$ cat src/rtl/assert_macros.svh
// Assertion macros shared by the decoder modules.
`ifndef ASSERT_MACROS_SVH
`define ASSERT_MACROS_SVH

// Check a property at every rising clock edge outside reset.
`define AID_ASSERT(label, prop, msg) \
    label: assert property (@(posedge i_clk) disable iff (!i_rst_n) (prop)) \
        else $error(msg);

// Check that a condition in one cycle implies another in the next cycle.
`define AID_ASSERT_NEXT(label, ante, cons, msg) \
    label: assert property (@(posedge i_clk) disable iff (!i_rst_n) (ante) |=> (cons)) \
        else $error(msg);

`endif

$ cat src/rtl/aid_pkg.sv
// Shared types, constants and decode functions of the instruction decoder.
package aid_pkg;

    // Opcodes
    localparam logic [4:0] OP_LIVE  = 5'd1;
    localparam logic [4:0] OP_LD    = 5'd2;
    localparam logic [4:0] OP_ST    = 5'd3;
    localparam logic [4:0] OP_ADD   = 5'd4;
    localparam logic [4:0] OP_SUB   = 5'd5;
    localparam logic [4:0] OP_AND   = 5'd6;
    localparam logic [4:0] OP_OR    = 5'd7;
    localparam logic [4:0] OP_XOR   = 5'd8;
    localparam logic [4:0] OP_ZJMP  = 5'd9;
    localparam logic [4:0] OP_LDI   = 5'd10;
    localparam logic [4:0] OP_STI   = 5'd11;
    localparam logic [4:0] OP_FORK  = 5'd12;
    localparam logic [4:0] OP_LLD   = 5'd13;
    localparam logic [4:0] OP_LLDI  = 5'd14;
    localparam logic [4:0] OP_LFORK = 5'd15;
    localparam logic [4:0] OP_AFF   = 5'd16;
    localparam logic [7:0] OP_MAX   = 8'd16;
    localparam logic [7:0] OP_NONE  = 8'd0;

    // Legal coding bytes, named by argument kinds (R reg, D direct, I indirect)
    localparam logic [7:0] CB_R   = 8'h40;
    localparam logic [7:0] CB_RR  = 8'h50;
    localparam logic [7:0] CB_RI  = 8'h70;
    localparam logic [7:0] CB_DR  = 8'h90;
    localparam logic [7:0] CB_IR  = 8'hd0;
    localparam logic [7:0] CB_RRR = 8'h54;
    localparam logic [7:0] CB_RDR = 8'h64;
    localparam logic [7:0] CB_RIR = 8'h74;
    localparam logic [7:0] CB_DRR = 8'h94;
    localparam logic [7:0] CB_IRR = 8'hd4;
    localparam logic [7:0] CB_DDR = 8'ha4;
    localparam logic [7:0] CB_DIR = 8'hb4;
    localparam logic [7:0] CB_IDR = 8'he4;
    localparam logic [7:0] CB_IIR = 8'hf4;
    localparam logic [7:0] CB_RRD = 8'h58;
    localparam logic [7:0] CB_RDD = 8'h68;
    localparam logic [7:0] CB_RID = 8'h78;

    // Argument types
    localparam logic [1:0] ARG_NONE = 2'd0;
    localparam logic [1:0] ARG_REG  = 2'd1;
    localparam logic [1:0] ARG_DIR  = 2'd2;
    localparam logic [1:0] ARG_IND  = 2'd3;

    // Result status codes
    localparam logic [1:0] ST_OK         = 2'd0;
    localparam logic [1:0] ST_BAD_OP     = 2'd1;
    localparam logic [1:0] ST_BAD_CODING = 2'd2;

    localparam int NUM_ARGS = 3;

    typedef enum logic [1:0] {
        TK_START,
        TK_CODING,
        TK_ARG
    } t_tok_kind;

    // One classified byte passed from the front to the back
    typedef struct packed {
        t_tok_kind                 kind;
        logic [7:0]                data;
        logic [NUM_ARGS-1:0][1:0]  types;
        logic [1:0]                slot;
        logic                      emit;
        logic [1:0]                status;
        logic [3:0]                length;
    } t_token;

    function automatic logic short_direct(input logic [4:0] op);
        return ((op >= OP_ZJMP) && (op <= OP_FORK)) || (op == OP_LLDI) || (op == OP_LFORK);
    endfunction

    function automatic logic no_coding(input logic [4:0] op);
        return (op == OP_LIVE) || (op == OP_ZJMP) || (op == OP_FORK) || (op == OP_LFORK);
    endfunction

    function automatic logic coding_legal(input logic [4:0] op, input logic [7:0] c);
        logic ok;
        case (op)
            OP_LD, OP_LLD: begin
                ok = (c == CB_DR) || (c == CB_IR);
            end
            OP_ST: begin
                ok = (c == CB_RR) || (c == CB_RI);
            end
            OP_ADD, OP_SUB: begin
                ok = (c == CB_RRR);
            end
            OP_AND, OP_OR, OP_XOR: begin
                ok = (c == CB_RRR) || (c == CB_RDR) || (c == CB_RIR) || (c == CB_DRR) ||
                     (c == CB_IRR) || (c == CB_DDR) || (c == CB_DIR) || (c == CB_IDR) ||
                     (c == CB_IIR);
            end
            OP_LDI, OP_LLDI: begin
                ok = (c == CB_RRR) || (c == CB_DDR) || (c == CB_RDR) || (c == CB_DRR) ||
                     (c == CB_IRR) || (c == CB_IDR);
            end
            OP_STI: begin
                ok = (c == CB_RRR) || (c == CB_RRD) || (c == CB_RDR) || (c == CB_RDD) ||
                     (c == CB_RIR) || (c == CB_RID);
            end
            OP_AFF: begin
                ok = (c == CB_R);
            end
            default: begin
                ok = 1'b1;
            end
        endcase
        return ok;
    endfunction

    // Bytes taken by one argument of the given type
    function automatic logic [2:0] arg_size(input logic [1:0] t, input logic [4:0] op);
        logic [2:0] n;
        case (t)
            ARG_REG: n = 3'd1;
            ARG_IND: n = 3'd2;
            ARG_DIR: n = short_direct(op) ? 3'd2 : 3'd4;
            default: n = 3'd0;
        endcase
        return n;
    endfunction

endpackage

$ cat src/rtl/arena_instruction_decoder.sv
// Top level of the instruction decoder: classifying front, token queue and assembling back.
// After its last byte is taken, a result passes the queue stage, then the result register.
// Throughput: one code byte per cycle unless stalled; results load as old ones are taken.
// The front stalls only when the token queue (QUEUE_DEPTH entries) is full.
// The back holds a finished result while the output side stalls and keeps assembling others.
// Reset (synchronous, active low) returns to awaiting an opcode and empties queue and output.
module arena_instruction_decoder #(
    parameter int QUEUE_DEPTH = 4
) (
    input  logic        i_clk,
    input  logic        i_rst_n,
    input  logic        i_valid,
    output logic        o_stall,
    input  logic [7:0]  i_code_byte,
    input  logic        i_first,
    output logic        o_valid,
    input  logic        i_stall,
    output logic [7:0]  o_opcode,
    output logic [7:0]  o_coding_byte,
    output logic [1:0]  o_first_type,
    output logic [31:0] o_first_value,
    output logic [1:0]  o_second_type,
    output logic [31:0] o_second_value,
    output logic [1:0]  o_third_type,
    output logic [31:0] o_third_value,
    output logic [3:0]  o_length,
    output logic [1:0]  o_status
);

    logic            q_full;
    logic            q_push;
    logic            q_valid;
    logic            q_pop;
    aid_pkg::t_token push_token;
    aid_pkg::t_token head_token;

    aid_front u_front (
        .i_clk       (i_clk),
        .i_rst_n     (i_rst_n),
        .i_valid     (i_valid),
        .i_code_byte (i_code_byte),
        .i_first     (i_first),
        .i_q_full    (q_full),
        .o_stall     (o_stall),
        .o_push      (q_push),
        .o_token     (push_token)
    );

    aid_queue #(
        .DEPTH (QUEUE_DEPTH)
    ) u_queue (
        .i_clk   (i_clk),
        .i_rst_n (i_rst_n),
        .i_push  (q_push),
        .i_token (push_token),
        .i_pop   (q_pop),
        .o_valid (q_valid),
        .o_token (head_token),
        .o_full  (q_full)
    );

    aid_back u_back (
        .i_clk          (i_clk),
        .i_rst_n        (i_rst_n),
        .i_q_valid      (q_valid),
        .i_token        (head_token),
        .o_pop          (q_pop),
        .i_stall        (i_stall),
        .o_valid        (o_valid),
        .o_opcode       (o_opcode),
        .o_coding_byte  (o_coding_byte),
        .o_first_type   (o_first_type),
        .o_first_value  (o_first_value),
        .o_second_type  (o_second_type),
        .o_second_value (o_second_value),
        .o_third_type   (o_third_type),
        .o_third_value  (o_third_value),
        .o_length       (o_length),
        .o_status       (o_status)
    );

endmodule

$ cat src/rtl/aid_front.sv
// Front end: accepts code bytes, tracks instruction phase and classifies each byte.
`include "assert_macros.svh"

module aid_front (
    input  logic            i_clk,
    input  logic            i_rst_n,
    input  logic            i_valid,
    input  logic [7:0]      i_code_byte,
    input  logic            i_first,
    input  logic            i_q_full,
    output logic            o_stall,
    output logic            o_push,
    output aid_pkg::t_token o_token
);

    typedef enum logic [1:0] {
        PH_IDLE,
        PH_CODING,
        PH_ARGS
    } t_phase;

    t_phase                           r_phase, n_phase;
    logic [4:0]                       r_opcode, n_opcode;
    logic [aid_pkg::NUM_ARGS-1:0][1:0] r_types, n_types;
    logic [1:0]                       r_slot, n_slot;
    logic [2:0]                       r_left, n_left;
    logic [3:0]                       r_count, n_count;

    logic                             accept;
    logic [aid_pkg::NUM_ARGS-1:0][1:0] c_types;
    logic                             c_found;
    logic [1:0]                       c_slot;
    logic [2:0]                       c_size;
    logic                             a_found;
    logic [1:0]                       a_slot;
    logic [2:0]                       a_size;
    logic [2:0]                       left_dec;
    logic [3:0]                       count_inc;

    assign o_stall   = i_q_full;
    assign accept    = i_valid && !i_q_full;
    assign left_dec  = (r_left != 3'd0) ? (r_left - 3'd1) : 3'd0;
    assign count_inc = r_count + 4'd1;

    // Split the coding byte into argument types, top pair first
    assign c_types[0] = i_code_byte[7:6];
    assign c_types[1] = i_code_byte[5:4];
    assign c_types[2] = i_code_byte[3:2];

    // Find the first argument with bytes in the new coding byte
    always_comb begin
        c_found = 1'b0;
        c_slot  = 2'd0;
        c_size  = 3'd0;
        for (int k = aid_pkg::NUM_ARGS - 1; k >= 0; k--) begin
            if (aid_pkg::arg_size(c_types[k], r_opcode) != 3'd0) begin
                c_found = 1'b1;
                c_slot  = 2'(k);
                c_size  = aid_pkg::arg_size(c_types[k], r_opcode);
            end
        end
    end

    // Find the next argument with bytes after the current slot
    always_comb begin
        a_found = 1'b0;
        a_slot  = 2'd0;
        a_size  = 3'd0;
        for (int k = aid_pkg::NUM_ARGS - 1; k >= 0; k--) begin
            if ((2'(k) > r_slot) && (aid_pkg::arg_size(r_types[k], r_opcode) != 3'd0)) begin
                a_found = 1'b1;
                a_slot  = 2'(k);
                a_size  = aid_pkg::arg_size(r_types[k], r_opcode);
            end
        end
    end

    // Classify the accepted byte and advance the phase
    always_comb begin
        n_phase  = r_phase;
        n_opcode = r_opcode;
        n_types  = r_types;
        n_slot   = r_slot;
        n_left   = r_left;
        n_count  = r_count;
        o_push   = 1'b0;
        o_token.kind   = aid_pkg::TK_ARG;
        o_token.data   = i_code_byte;
        o_token.types  = '0;
        o_token.slot   = r_slot;
        o_token.emit   = 1'b0;
        o_token.status = aid_pkg::ST_OK;
        o_token.length = 4'd0;
        if (accept) begin
            if (i_first) begin
                o_push       = 1'b1;
                o_token.kind = aid_pkg::TK_START;
                n_types      = '0;
                n_slot       = 2'd0;
                n_left       = 3'd0;
                if ((i_code_byte == aid_pkg::OP_NONE) || (i_code_byte > aid_pkg::OP_MAX)) begin
                    o_token.emit   = 1'b1;
                    o_token.status = aid_pkg::ST_BAD_OP;
                    o_token.length = 4'd1;
                    n_phase        = PH_IDLE;
                    n_opcode       = 5'd0;
                    n_count        = 4'd0;
                end else begin
                    n_opcode = i_code_byte[4:0];
                    n_count  = 4'd1;
                    if (aid_pkg::no_coding(i_code_byte[4:0])) begin
                        n_types[0]    = aid_pkg::ARG_DIR;
                        n_left        = aid_pkg::arg_size(aid_pkg::ARG_DIR, i_code_byte[4:0]);
                        o_token.types = n_types;
                        n_phase       = PH_ARGS;
                    end else begin
                        n_phase = PH_CODING;
                    end
                end
            end else begin
                case (r_phase)
                    PH_CODING: begin
                        o_push       = 1'b1;
                        o_token.kind = aid_pkg::TK_CODING;
                        n_count      = 4'd2;
                        if (!aid_pkg::coding_legal(r_opcode, i_code_byte)) begin
                            o_token.emit   = 1'b1;
                            o_token.status = aid_pkg::ST_BAD_CODING;
                            o_token.length = 4'd2;
                            n_phase        = PH_IDLE;
                        end else begin
                            o_token.types = c_types;
                            n_types       = c_types;
                            if (c_found) begin
                                n_slot  = c_slot;
                                n_left  = c_size;
                                n_phase = PH_ARGS;
                            end else begin
                                o_token.emit   = 1'b1;
                                o_token.length = 4'd2;
                                n_phase        = PH_IDLE;
                            end
                        end
                    end
                    PH_ARGS: begin
                        o_push  = 1'b1;
                        n_count = count_inc;
                        n_left  = left_dec;
                        if (left_dec == 3'd0) begin
                            if (a_found) begin
                                n_slot = a_slot;
                                n_left = a_size;
                            end else begin
                                o_token.emit   = 1'b1;
                                o_token.length = count_inc;
                                n_phase        = PH_IDLE;
                            end
                        end
                    end
                    default: begin
                        // drop a stray byte outside an instruction
                    end
                endcase
            end
        end
    end

    // Hold phase and decode state
    always_ff @(posedge i_clk) begin
        if (!i_rst_n) begin
            r_phase  <= PH_IDLE;
            r_opcode <= 5'd0;
            r_types  <= '0;
            r_slot   <= 2'd0;
            r_left   <= 3'd0;
            r_count  <= 4'd0;
        end else begin
            r_phase  <= n_phase;
            r_opcode <= n_opcode;
            r_types  <= n_types;
            r_slot   <= n_slot;
            r_left   <= n_left;
            r_count  <= n_count;
        end
    end

    `AID_ASSERT(a_args_pending, (r_phase == PH_ARGS) |-> ((r_left != 3'd0) && (r_slot != 2'd3)), "argument phase without pending bytes")
    `AID_ASSERT(a_push_on_accept, o_push |-> accept, "token pushed without an accepted byte")

endmodule

$ cat src/rtl/aid_queue.sv
// Short token queue between the decoder front and back.
`include "assert_macros.svh"

module aid_queue #(
    parameter int DEPTH = 4
) (
    input  logic            i_clk,
    input  logic            i_rst_n,
    input  logic            i_push,
    input  aid_pkg::t_token i_token,
    input  logic            i_pop,
    output logic            o_valid,
    output aid_pkg::t_token o_token,
    output logic            o_full
);

    localparam int PTR_W = (DEPTH > 1) ? $clog2(DEPTH) : 1;
    localparam int CNT_W = $clog2(DEPTH + 1);

    aid_pkg::t_token  r_mem [DEPTH];
    logic [PTR_W-1:0] r_wr_ptr, n_wr_ptr;
    logic [PTR_W-1:0] r_rd_ptr, n_rd_ptr;
    logic [CNT_W-1:0] r_count, n_count;
    logic             do_push;
    logic             do_pop;

    assign o_valid = (r_count != CNT_W'(0));
    assign o_full  = (r_count == CNT_W'(DEPTH));
    assign o_token = r_mem[r_rd_ptr];
    assign do_push = i_push && !o_full;
    assign do_pop  = i_pop && o_valid;

    // Advance pointers and fill count
    always_comb begin
        n_wr_ptr = r_wr_ptr;
        n_rd_ptr = r_rd_ptr;
        n_count  = r_count;
        if (do_push) begin
            n_wr_ptr = (r_wr_ptr == PTR_W'(DEPTH - 1)) ? PTR_W'(0) : (r_wr_ptr + PTR_W'(1));
        end
        if (do_pop) begin
            n_rd_ptr = (r_rd_ptr == PTR_W'(DEPTH - 1)) ? PTR_W'(0) : (r_rd_ptr + PTR_W'(1));
        end
        if (do_push && !do_pop) begin
            n_count = r_count + CNT_W'(1);
        end else if (do_pop && !do_push) begin
            n_count = r_count - CNT_W'(1);
        end
    end

    always_ff @(posedge i_clk) begin
        if (!i_rst_n) begin
            r_wr_ptr <= '0;
            r_rd_ptr <= '0;
            r_count  <= '0;
        end else begin
            r_wr_ptr <= n_wr_ptr;
            r_rd_ptr <= n_rd_ptr;
            r_count  <= n_count;
        end
    end

    // Store the pushed token
    always_ff @(posedge i_clk) begin
        if (do_push) begin
            r_mem[r_wr_ptr] <= i_token;
        end
    end

    `AID_ASSERT(a_no_push_full, i_push |-> !o_full, "push into a full queue")
    `AID_ASSERT(a_count_bound, r_count <= CNT_W'(DEPTH), "queue count beyond depth")

endmodule

$ cat src/rtl/aid_back.sv
// Back end: assembles arguments from tokens and holds the result register.
`include "assert_macros.svh"

module aid_back (
    input  logic            i_clk,
    input  logic            i_rst_n,
    input  logic            i_q_valid,
    input  aid_pkg::t_token i_token,
    output logic            o_pop,
    input  logic            i_stall,
    output logic            o_valid,
    output logic [7:0]      o_opcode,
    output logic [7:0]      o_coding_byte,
    output logic [1:0]      o_first_type,
    output logic [31:0]     o_first_value,
    output logic [1:0]      o_second_type,
    output logic [31:0]     o_second_value,
    output logic [1:0]      o_third_type,
    output logic [31:0]     o_third_value,
    output logic [3:0]      o_length,
    output logic [1:0]      o_status
);

    logic [7:0]                         r_opcode, n_opcode;
    logic [7:0]                         r_coding, n_coding;
    logic [aid_pkg::NUM_ARGS-1:0][1:0]  r_types, n_types;
    logic [aid_pkg::NUM_ARGS-1:0][31:0] r_values, n_values;

    logic                               r_o_valid;
    logic [7:0]                         r_o_opcode;
    logic [7:0]                         r_o_coding;
    logic [aid_pkg::NUM_ARGS-1:0][1:0]  r_o_types;
    logic [aid_pkg::NUM_ARGS-1:0][31:0] r_o_values;
    logic [3:0]                         r_o_length;
    logic [1:0]                         r_o_status;

    // Take a token unless it would overwrite a result still waiting
    assign o_pop = i_q_valid && (!i_token.emit || !r_o_valid || !i_stall);

    // Apply the token to the instruction being assembled
    always_comb begin
        n_opcode = r_opcode;
        n_coding = r_coding;
        n_types  = r_types;
        n_values = r_values;
        if (o_pop) begin
            case (i_token.kind)
                aid_pkg::TK_START: begin
                    n_opcode = i_token.data;
                    n_coding = 8'd0;
                    n_types  = i_token.types;
                    n_values = '0;
                end
                aid_pkg::TK_CODING: begin
                    n_coding = i_token.data;
                    n_types  = i_token.types;
                end
                aid_pkg::TK_ARG: begin
                    for (int k = 0; k < aid_pkg::NUM_ARGS; k++) begin
                        if (i_token.slot == 2'(k)) begin
                            n_values[k] = {r_values[k][23:0], i_token.data};
                        end
                    end
                end
                default: begin
                    // leave state unchanged
                end
            endcase
        end
    end

    // Hold the working instruction
    always_ff @(posedge i_clk) begin
        r_opcode <= n_opcode;
        r_coding <= n_coding;
        r_types  <= n_types;
        r_values <= n_values;
    end

    // Hold the result valid until it is taken
    always_ff @(posedge i_clk) begin
        if (!i_rst_n) begin
            r_o_valid <= 1'b0;
        end else if (o_pop && i_token.emit) begin
            r_o_valid <= 1'b1;
        end else if (!i_stall) begin
            r_o_valid <= 1'b0;
        end
    end

    // Load the result payload on a finishing token
    always_ff @(posedge i_clk) begin
        if (o_pop && i_token.emit) begin
            r_o_opcode <= n_opcode;
            r_o_coding <= n_coding;
            r_o_types  <= n_types;
            r_o_values <= n_values;
            r_o_length <= i_token.length;
            r_o_status <= i_token.status;
        end
    end

    assign o_valid        = r_o_valid;
    assign o_opcode       = r_o_opcode;
    assign o_coding_byte  = r_o_coding;
    assign o_first_type   = r_o_types[0];
    assign o_first_value  = r_o_values[0];
    assign o_second_type  = r_o_types[1];
    assign o_second_value = r_o_values[1];
    assign o_third_type   = r_o_types[2];
    assign o_third_value  = r_o_values[2];
    assign o_length       = r_o_length;
    assign o_status       = r_o_status;

    `AID_ASSERT_NEXT(a_emit_shows, o_pop && i_token.emit, r_o_valid, "finished item not shown")
    `AID_ASSERT(a_no_overwrite, (r_o_valid && i_stall) |-> !(o_pop && i_token.emit), "waiting result overwritten")

endmodule

$ cat config.mk
export PLATFORM = sky130hd
export DESIGN_NAME = arena_instruction_decoder
export DESIGN_NICKNAME = d
export VERILOG_FILES = /design/src/rtl/aid_pkg.sv /design/src/rtl/arena_instruction_decoder.sv /design/src/rtl/aid_front.sv /design/src/rtl/aid_queue.sv /design/src/rtl/aid_back.sv
export VERILOG_INCLUDE_DIRS = /design/src /design/src/rtl
export SDC_FILE = /design/constraint.sdc
export NUM_CORES = 1
export LEC_CHECK = 0
export ABC_CLOCK_PERIOD_IN_PS = 5460
export BUFFER_PORTS_ARGS = -buffer_cell sky130_fd_sc_hd__buf_2
export CORE_MARGIN = 3
export CORE_UTILIZATION = 32
export CTS_CLUSTER_DIAMETER = 50
export DETAILED_ROUTE_END_ITERATION = 6
export PLACE_DENSITY = 0.5
export SLEW_MARGIN = 20
export SYNTH_ARGS = -nofsm -noshare
export SYNTH_HDL_FRONTEND = slang
export SYNTH_SLANG_ARGS = --single-unit
$ cat constraint.sdc
create_clock -name i_clk -period 5.46 [get_ports i_clk]
set_clock_uncertainty 0.15 [all_clocks]
set_input_delay 0.273 -clock i_clk [delete_from_list [all_inputs] [get_ports i_clk]]
set_output_delay 0.273 -clock i_clk [all_outputs]
set_load 0.03 [all_outputs]
==> out/metrics.yaml <==
run_status:
  status: "complete, no violations"
yosys:
  synth_warnings: 0
  avgSynthCellArea_sq_um: 15.3
  synth_edf_count: 224
  synth_top_area_share_pct: 50.1
  synth.area.top_cells: "edfxtp_1 (50%), dfxtp_1 (22%), a22o_1 (5.9%)"
  ys_seq_elements: 372
  async_reset_ff_share_pct: 0
  yosysTopAreaCell: "edfxtp_1"
  synth_area_sq_um: 13400
  ys_types: 68
  syn-instance-count: 875
  synth_seq_area_share_pct: 72.2
  synth_nets: 900
  synthFlopType: "edfxtp_1"
routing:
  drt_iter0_drc: 512
  routed_wl_mm: 29.8
  wl_per_cell_um: 18.7
  routed_via_density: 4.87
  dr.pass1.iters: 7
  ant_nets: 0
  vias: 7774
  drc_errors: 0
clocking:
  cts_resized: 0
  numCtsBuffers: 41
  clk_pin_slew_ns: 0.06
  clock_latency_ns: 0.55
  clock-sinks: 372
  tritoncts: "built"
  cts_root_buffer: "clkbuf_16"
  clock_path_buffers: 3
  htree_levels: 2
  post_cts_buffers: 0
die:
  rows: 74
  ioPinCount: 139
  core_sq_um: 41100
  die-width_um: 211
  dieArea_sq_um: 44500
  die_y_um: 211
  start_util_pct: 32.7
placement:
  place_congestion: 0.791
  hpwl_mm: 19.5
  port_buffers: 138
  dp_slack_ns: 2.22
global_routing:
  grt_pass1_vias: 7791
  grt_pass1_wl_mm: 46.4
  antenna_found_initial: 0
  grt.overflow.total: 0
  grt_max_degree: 60
  track_usage_pct: 13.4
sta:
  hold_viol: 0
  timing.setup.tns_ns: 0
  setup_viol: 0
  rsz0062_at_grt: "no"
  worst_pin_slew_ns: 0.947
  period_minus_slack_ns: 3.25
  slew_headroom_pct: 36.7
  fmax_mhz: 308
  finalMaxSlewViolations: 0
  fin_crit_sh_pct: 59.5
  postLayoutSetupSlackWorst_ns: 2.21
cells_and_area:
  final_cell_mix: "edfxtp_1 (224), dfxtp_1 (147), buf_2 (138)"
  fill_cells: 3851
  drive_above_1_share_pct: 25.4
  mostFrequentLayoutCell: "edfxtp_1"
  fin_nets: 1057
  diodes: 0
  syn_to_final_growth_pct: 20.4
power:
  ir_worst_vdd_v: 0.000253
  p_clk_share_pct: 28.1
  switching_share_pct: 34.9
  pwr_density_cell_nw_per_um2: 610
  pwr-share-seq_pct: 43.0
  p_switching_mw: 3.44
  cell_internal_pwr_mw: 6.42
  p_leak_nw: 5.93
  pwr-share-comb_pct: 28.9
setup_path:
  crit_buf_inv: 1
  end_kind: "flop"
  required_ns: 5.76
  critPathKind: "reg -> reg"
  cpMostUsedCell: "a21oi_1"
  critical_path.max_stage_delay_ns: 0.68
  crit_fanout: 7
  cp.arrival_ns: 3.55
  crit_chain: "nor3b_1 > nand2b_1 > a21oi_1 > ha_1 > inv_1 > fa_1 > xor2_1 > or3_1 > a21oi_1"
  slowest_stage: "a21oi_1"
  crit_family: "compound AO/OA/AOI/OAI gates"
  cp-start-kind: "flop"
job:
  cap_violations: 0
min_path:
  hold_path.class: "in -> reg"
[cells in the mapped netlist (all sizes together) (2+ instances only)]
master and n:
nor3b 4, nor4b 5, nand3b 5, o2bb2ai 2
nand4 5, nand3 12, buf 15, mux2 14
a31oi 3, clkbuf 33, nor4 7, mux2i 16
dfxtp 148, nand2b 11, o31ai 2, and3 5
inv 17, o2111ai 3, and4b 2, mux4 25
edfxtp 224, o21ai 24, o22ai 2, o211a 4
ha 11, xnor2 2, nand2 55, nor3 7
a22o 90, and2 6, o32ai 2, nor2b 10
o21bai 3, xor2 6, nor2 47, a21oi 26
[power by group through the flow]
stage	registers (mW)	clock network, mW	logic (mW)
finish	4.24	2.77	2.85
global route	4.32	2.98	3.07
CTS	4.26	2.85	2.91
detailed placement	4.31	0	2.90
global placement	4.32	0	2.87
floorplan	5.05	0	1.25
[path summary, 6_finish.rpt]
kind / start / to / slack (ns) / depth (start not counted)
worst max-delay path: u_queue.r_count[0]$_SDFFE_PN0P_ / u_queue.r_count[2]$_SDFFE_PN0P_ / 2.21 / 9
worst max register to register: u_queue.r_count[0]$_SDFFE_PN0P_ / u_queue.r_count[2]$_SDFFE_PN0P_ / 2.21 / 9
worst min register to register: u_back.r_coding[0]$_DFF_P_ / u_back.r_coding[0]$_DFF_P_ / 0.31 / 2
worst min-delay path: i_first / u_front.r_opcode[4]$_SDFFE_PN0P_ / 0.07 / 3
[layer usage]
layer	wire (um)	vias to the layer above	global-route usage, %
met5	0	-	0
met4	536	0	3.44
met1	14200	3859	19.4
met3	1580	42	2.60
met2	13500	195	20.8
li1	-	3678	-
[registers in the layout (all words and copies together) (netlist names), 2 cells and up, named ones only]
| name | count |
|---|---|
| u_front.r_count | 4 |
| u_back.o_first_value | 32 |
| u_back.o_third_type | 2 |
| u_back.o_second_value | 32 |
| u_back.r_values | 96 |
| u_back.o_third_value | 32 |
| u_queue.r_wr_ptr | 2 |
| u_queue.r_count | 3 |
| u_back.o_opcode | 8 |
| u_back.o_first_type | 2 |
| u_front.r_types | 4 |
| u_front.r_slot | 2 |
| u_back.o_length | 4 |
| u_back.r_coding | 8 |
| u_back.o_status | 2 |
| u_back.o_second_type | 2 |
| u_front.r_phase | 2 |
| u_front.r_opcode | 5 |
| u_back.r_opcode | 8 |
| u_queue.r_mem | 100 |
| u_back.r_types | 6 |
| u_queue.r_rd_ptr | 2 |
| u_front.r_left | 3 |
| u_back.o_coding_byte | 8 |
[final cells by class]
cell class	count	area (sq um)	area share [%]
Clock buffer	55	1120	6.92
Clock inverter	21	274	1.70
Inverter	17	63.8	0.395
Multi-Input combinational cell	438	3440	21.3
Sequential cell	372	9690	60.0
Tap cell	532	666	4.12
Timing Repair Buffer	162	908	5.62
[per-stage QoR]
step	total power, mW	cells	area [sq um]	utilization [%]	hold WS (ns)
after floorplan	6.30	875	13400	-	0.222
after global placement	7.19	1511	14700	35.7	0.296
after detailed placement	7.21	1511	14700	35.7	0.301
after CTS	10.0	1597	16200	39.3	0.0352
after global routing	10.4	1597	16200	39.3	0.0657
final	9.85	1597	16200	39.3	0.0653
[cells by family (layout without fill, tap and decap cells)]
| family | count (synthesis) | in the layout | share of synthesized area, % |
|---|---|---|---|
| mux | 55 | 55 | 6.56 |
| xor+xnor | 8 | 8 | 0.522 |
| flops | 372 | 372 | 72.2 |
| compound gates | 176 | 176 | 10.0 |
| fa+ha+maj | 12 | 12 | 1.17 |
| buf+inv | 65 | 255 | 2.25 |
| simple gates | 187 | 187 | 7.32 |
[worst reg2reg max path, delay by kind of cell, from the launching register on]
kind	cells	cell delay [ns]
buf+inv	1	0.07
xor+xnor	1	0.17
compound gates	2	0.83
fa+ha+maj	2	0.75
simple gates	3	0.78
flops	1	0.42
[timing repair]
action                     in CTS  in global routing
setup endpoints to repair       0                  0
hold buffers                   10                  0
hold endpoints to repair       45                  0
Power figures use the tool's default switching activity.
